[config.mk]
export PLATFORM = sky130hd
export DESIGN_NAME = smd_ram
export DESIGN_NICKNAME = d
export VERILOG_FILES = /design/src/hdl/sorted_multiset_difference_core_assert.svh /design/src/hdl/smd_ram.sv
export SDC_FILE = /design/constraint.sdc
export NUM_CORES = 2
export LEC_CHECK = 0
export BUFFER_PORTS_ARGS = -buffer_cell sky130_fd_sc_hd__buf_2
export CAP_MARGIN = 10
export CORE_ASPECT_RATIO = 1.5
export CORE_MARGIN = 2
export CORE_UTILIZATION = 50
export CTS_CLUSTER_SIZE = 24
export DETAILED_ROUTE_END_ITERATION = 12
export PLACE_DENSITY = 0.76
export SLEW_MARGIN = 20
export SYNTH_ARGS = -nofsm -noshare
export SYNTH_HDL_FRONTEND = slang
export SYNTH_SLANG_ARGS = --single-unit
[constraint.sdc]
create_clock -name clk -period 3.5 [get_ports clk]
set_input_delay 0 -clock clk [delete_from_list [all_inputs] [get_ports clk]]
set_output_delay 0 -clock clk [all_outputs]
set_load 0.1 [all_outputs]
[src/hdl/sorted_multiset_difference_core_assert.svh]
// ----------------------------------------------------------------------------
// Assertion macros for the sorted multiset difference core
// Shared property forms, clocked on clk and disabled during reset.
// ----------------------------------------------------------------------------
`ifndef SORTED_MULTISET_DIFFERENCE_CORE_ASSERT_SVH
`define SORTED_MULTISET_DIFFERENCE_CORE_ASSERT_SVH

// Same-cycle implication
`define SMD_ASSERT_NOW(label, ante, cons, msg) \
  label: assert property (@(posedge clk) disable iff (!rst_n) (ante) |-> (cons)) \
    else $error(msg);

// Next-cycle implication
`define SMD_ASSERT_NEXT(label, ante, cons, msg) \
  label: assert property (@(posedge clk) disable iff (!rst_n) (ante) |=> (cons)) \
    else $error(msg);

`endif

[src/hdl/smd_ram.sv]
// ----------------------------------------------------------------------------
// smd_ram
// Generic single-write, single-read RAM with a registered read port.
// ----------------------------------------------------------------------------
`default_nettype none

module smd_ram #(
  parameter int WIDTH = 32,
  parameter int DEPTH = 64
) (
  input  wire logic                                clk,
  input  wire logic                                we,
  input  wire logic [((DEPTH > 1) ? $clog2(DEPTH) : 1)-1:0] waddr,
  input  wire logic [WIDTH-1:0]                    wdata,
  input  wire logic [((DEPTH > 1) ? $clog2(DEPTH) : 1)-1:0] raddr,
  output logic      [WIDTH-1:0]                    rdata
);

  logic [WIDTH-1:0] mem [DEPTH];

  always_ff @(posedge clk) begin
    if (we) begin
      mem[waddr] <= wdata;
    end
    rdata <= mem[raddr];
  end

endmodule

`default_nettype wire

* Word level (Yosys, flattened, before mapping)
Memories as Yosys holds them, arrays and structs flattened. A register that Yosys moved wholly into a read port is not among the register bits.
Cells that the tools add are included.
W data, S select, Z words.
** Operators by class
- $add $sub $neg :: 0
- Multipliers :: 0
- Div/mod/pow operators :: 0
- $lt $le $gt $ge :: 0
- Equal/unequal tests :: 0
- Shifts and indexed selects :: 0
- Mux-type cells :: 2
- Bitwise logic cells :: 0
- Reductions and logical operators :: 0
** Operators by type and width (number)
- $mux W1 :: 2
** Storage, ports and cells
- Register bits after elaboration :: 0
- Bits in latches :: 0
- RAM bits :: 2048
- Bits in read-only memories :: 0
- Input bits :: 46
- Output and inout bits :: 32
- Logic and storage cells :: 3
- Memories kept :: 1
** Memory list
- mem :: depth 64, width 32, read ports 1, clocked after memory_dff 1, write ports 1, line smd_ram.sv:19 : logic [WIDTH-1:0] mem [DEPTH];

* Logic depth before layout (Yosys ltp)
- Depth in word-level cells :: 2
- Gate-level depth with buffers :: 10
- Mapped depth without buffers :: 5

* Least setup slack after synthesis
Ideal clock, no wire load.
- Path kind :: input to register
- From :: input port waddr[3] (netlist name)
- To :: memory mem[48][0] (enable)
- Library setup time :: 0.461 ns
- Arrival time :: 2.699 ns
- Required time :: 3.039 ns
- Path slack :: 0.340 ns
- Stages :: 4
- Path buffers :: 1
- Cells stage by stage :: clkbuf_1 -> nor2b_1 -> nand4b_1 -> nor3_1
** RTL lines
- start, declared :: line smd_ram.sv:13 : input wire logic [((DEPTH > 1) ? $clog2(DEPTH) : 1)-1:0] waddr,
- end, declared :: line smd_ram.sv:19
No word-level cell before the write port.

==> impl_metrics.env <==
export IMPL_drcViolationCount=0
export IMPL_finalWorstPathRequiredPeriod_ps=2521
export IMPL_layout_common_cells="2048 x edfxtp_1, 544 x mux4_2, 203 x buf_4"
export IMPL_cts_sinks=2080
export IMPL_layout_commonest_cell="edfxtp_1"
export IMPL_routed_wl_um=205200
export IMPL_placed_cell_area_um2=83140
export IMPL_synth_nets=3370
export IMPL_fmax_mhz=396.7
export IMPL_cts_resized=0
export IMPL_die_x_um=327.6
export IMPL_synth_seq_cells=2080
export IMPL_peakVddDrop_mv=0.4575
export IMPL_num_vias=37986
export IMPL_nNetsFinal=3704
export IMPL_synthAdderAreaFrac=0
export IMPL_synthSimpleGateAreaFrac=0.01265
export IMPL_coreArea_um2=156300
export IMPL_num_fill_cells=10819
export IMPL_p_leak_uw=0.02775
export IMPL_synthMuxAreaShare=0.1679
export IMPL_track_usage=0.2583
export IMPL_critPathMaxFanout=16
export IMPL_gp_congestion=0.9117
export IMPL_cts_tree="done"
export IMPL_dieArea_um2=160300
export IMPL_avgViaCountPerCell=6.465
export IMPL_drt_pass1_iterations=6
export IMPL_synth_edff_count=2048
export IMPL_grt_start_max_net_pins=65
export IMPL_required_ps=4250
export IMPL_startpoint_type="input pin"
export IMPL_power_density_nw_per_um2=558.8
export IMPL_final_area_um2=89060
export IMPL_holdCritPathClass="in2reg"
export IMPL_finalCritPeriodShare=0.7202
export IMPL_syn_avg_cell_area_um2=23.62
export IMPL_grt_pass1_wl_um=287900
export IMPL_fp_dieH_um=489.3
export IMPL_insertion_delay_ps=820
export IMPL_maxCapViolCount=0
export IMPL_cts_clk_slew_worst_paths_ps=70
export IMPL_syn_inst=3324
export IMPL_dp_hpwl_um=116600
export IMPL_seq_area_frac_synth=0.7914
export IMPL_worstPathArrival_ps=3270
export IMPL_drive_gt1_frac=0.3053
export IMPL_final_setup_skew_ps=26.57
export IMPL_ys_types=34
export IMPL_synthXorXnorAreaFrac=0
export IMPL_yosysWarnings=0
export IMPL_initial_core_util=0.5022
export IMPL_grt_pass1_vias=38915
export IMPL_status="finished clean"
export IMPL_synthFlopType="edfxtp_1"
export IMPL_rsz0062_at_grt="false"
export IMPL_cts_path_max_buffers=3
export IMPL_finalHoldViolCount=0
export IMPL_endpoint_kind="register"
export IMPL_syn_to_final_growth_pct=13.44
export IMPL_dr_first_iter_drc_count=4878
export IMPL_wl_per_cell_um=34.92
export IMPL_rows=178
export IMPL_setup_viol=0
export IMPL_synth_top_family_by_area="multiplexers"
export IMPL_tightest_slew_ps=1081
export IMPL_cts_buffers=174
export IMPL_setup_tns_ps=0
export IMPL_pin_count=78
export IMPL_grt_overflow=0
export IMPL_synth_area_um2=78520
export IMPL_cts_max_level=4
export IMPL_path_class="in2reg"
export IMPL_antenna_found_initial=13
export IMPL_synthArstFlopShare=0
export IMPL_postRouteAntennaNets=0
export IMPL_portBuffers=77
export IMPL_maxSlewHeadroom=0.2767
export IMPL_finalMaxSlewViolations=0
export IMPL_root_buffer="clkbuf_16"
export IMPL_synth_compound_area_share=0.01673
-- power by group --
part | total (uW) | leakage, uW | switching (uW) | internal (uW)
Sequential | 27700 | 0.0187 | 108 | 27600
Clock | 18900 | 0.00268 | 8600 | 10300
Combinational | 3210 | 0.00638 | 2180 | 1030
-- cells in the mapped netlist (all sizes together), types with 12 or more instances --
master	n	area, um2
o22ai	84	525.5
nand2	26	97.59
clkbuf	74	277.8
nor2	137	514.2
mux4	544	12250
o221ai	27	236.5
nor2b	15	93.84
buf	108	608.1
dfxtp	32	640.6
a22oi	12	90.09
edfxtp	2048	61500
mux2i	93	930.9
a21oi	62	310.3
-- cell families after synthesis --
kind of cell           Yosys count
DFF                           2080
muxes                          637
and+or+nand+nor                223
AOI/OAI and AO/OA              202
buffers and inverters          182
-- area by class of cell --
type	count	area, um2	area share
Antenna cell	6	15.01	0.0001686
Sequential cell	2080	62140	0.6977
Timing Repair Buffer	340	2860	0.03211
Clock buffer	223	4760	0.05344
Multi-Input combinational cell	1062	15970	0.1793
Clock inverter	95	734.5	0.008246
Tap cell	2070	2590	0.02908
-- sequential cells by signal, summed over array words and instances, names as in the netlist --
name and count:
mem 2048, rdata 32
-- path summary, 6_finish.rpt --
check               from          end  slack [ps]  cells past startpoint
min reg2reg  mem[12][20]    rdata[20]         770                      4
min             waddr[1]  mem[49][28]          60                      3
max             raddr[5]    rdata[23]         980                      7
max reg2reg  mem[63][12]    rdata[12]        1110                      4
-- stage by stage --
step / hold WS (ps) / utilization / instances / total power (uW) / setup WS, ps
after floorplan: 98.87 / - / 3324 / 29900 / 340.2
after global placement: 392.7 / 0.5316 / 5511 / 31260 / 294.6
after detailed placement: 402.8 / 0.5318 / 5512 / 31320 / 282.7
after CTS: 6.210 / 0.5691 / 5865 / 49920 / 1103
after global routing: 24.72 / 0.5696 / 5872 / 50870 / 957.6
final: 57.93 / 0.5697 / 5876 / 49770 / 979.2
-- metal layers --
metal  track usage  share of wire
met1        0.3111           0.33
met2        0.4304           0.50
met3       0.05534           0.10
met4        0.1546          0.067
met5             0        0.00028
-- worst max-delay path: stages --
cell,delay (ps)
dlygate4sd3_1,600
buf_2,480
nand2b_1,650
o221ai_1,260
a21oi_1,780
a21oi_1,320
nor2_1,160
-- repair_timing --
item / 4_1_cts / 5_1_grt
endpoints found under the hold margin: 1095 / 320
setup buffers: 0 / 0
hold buffers: 35 / 5
(Power assumes the default switching activity.)
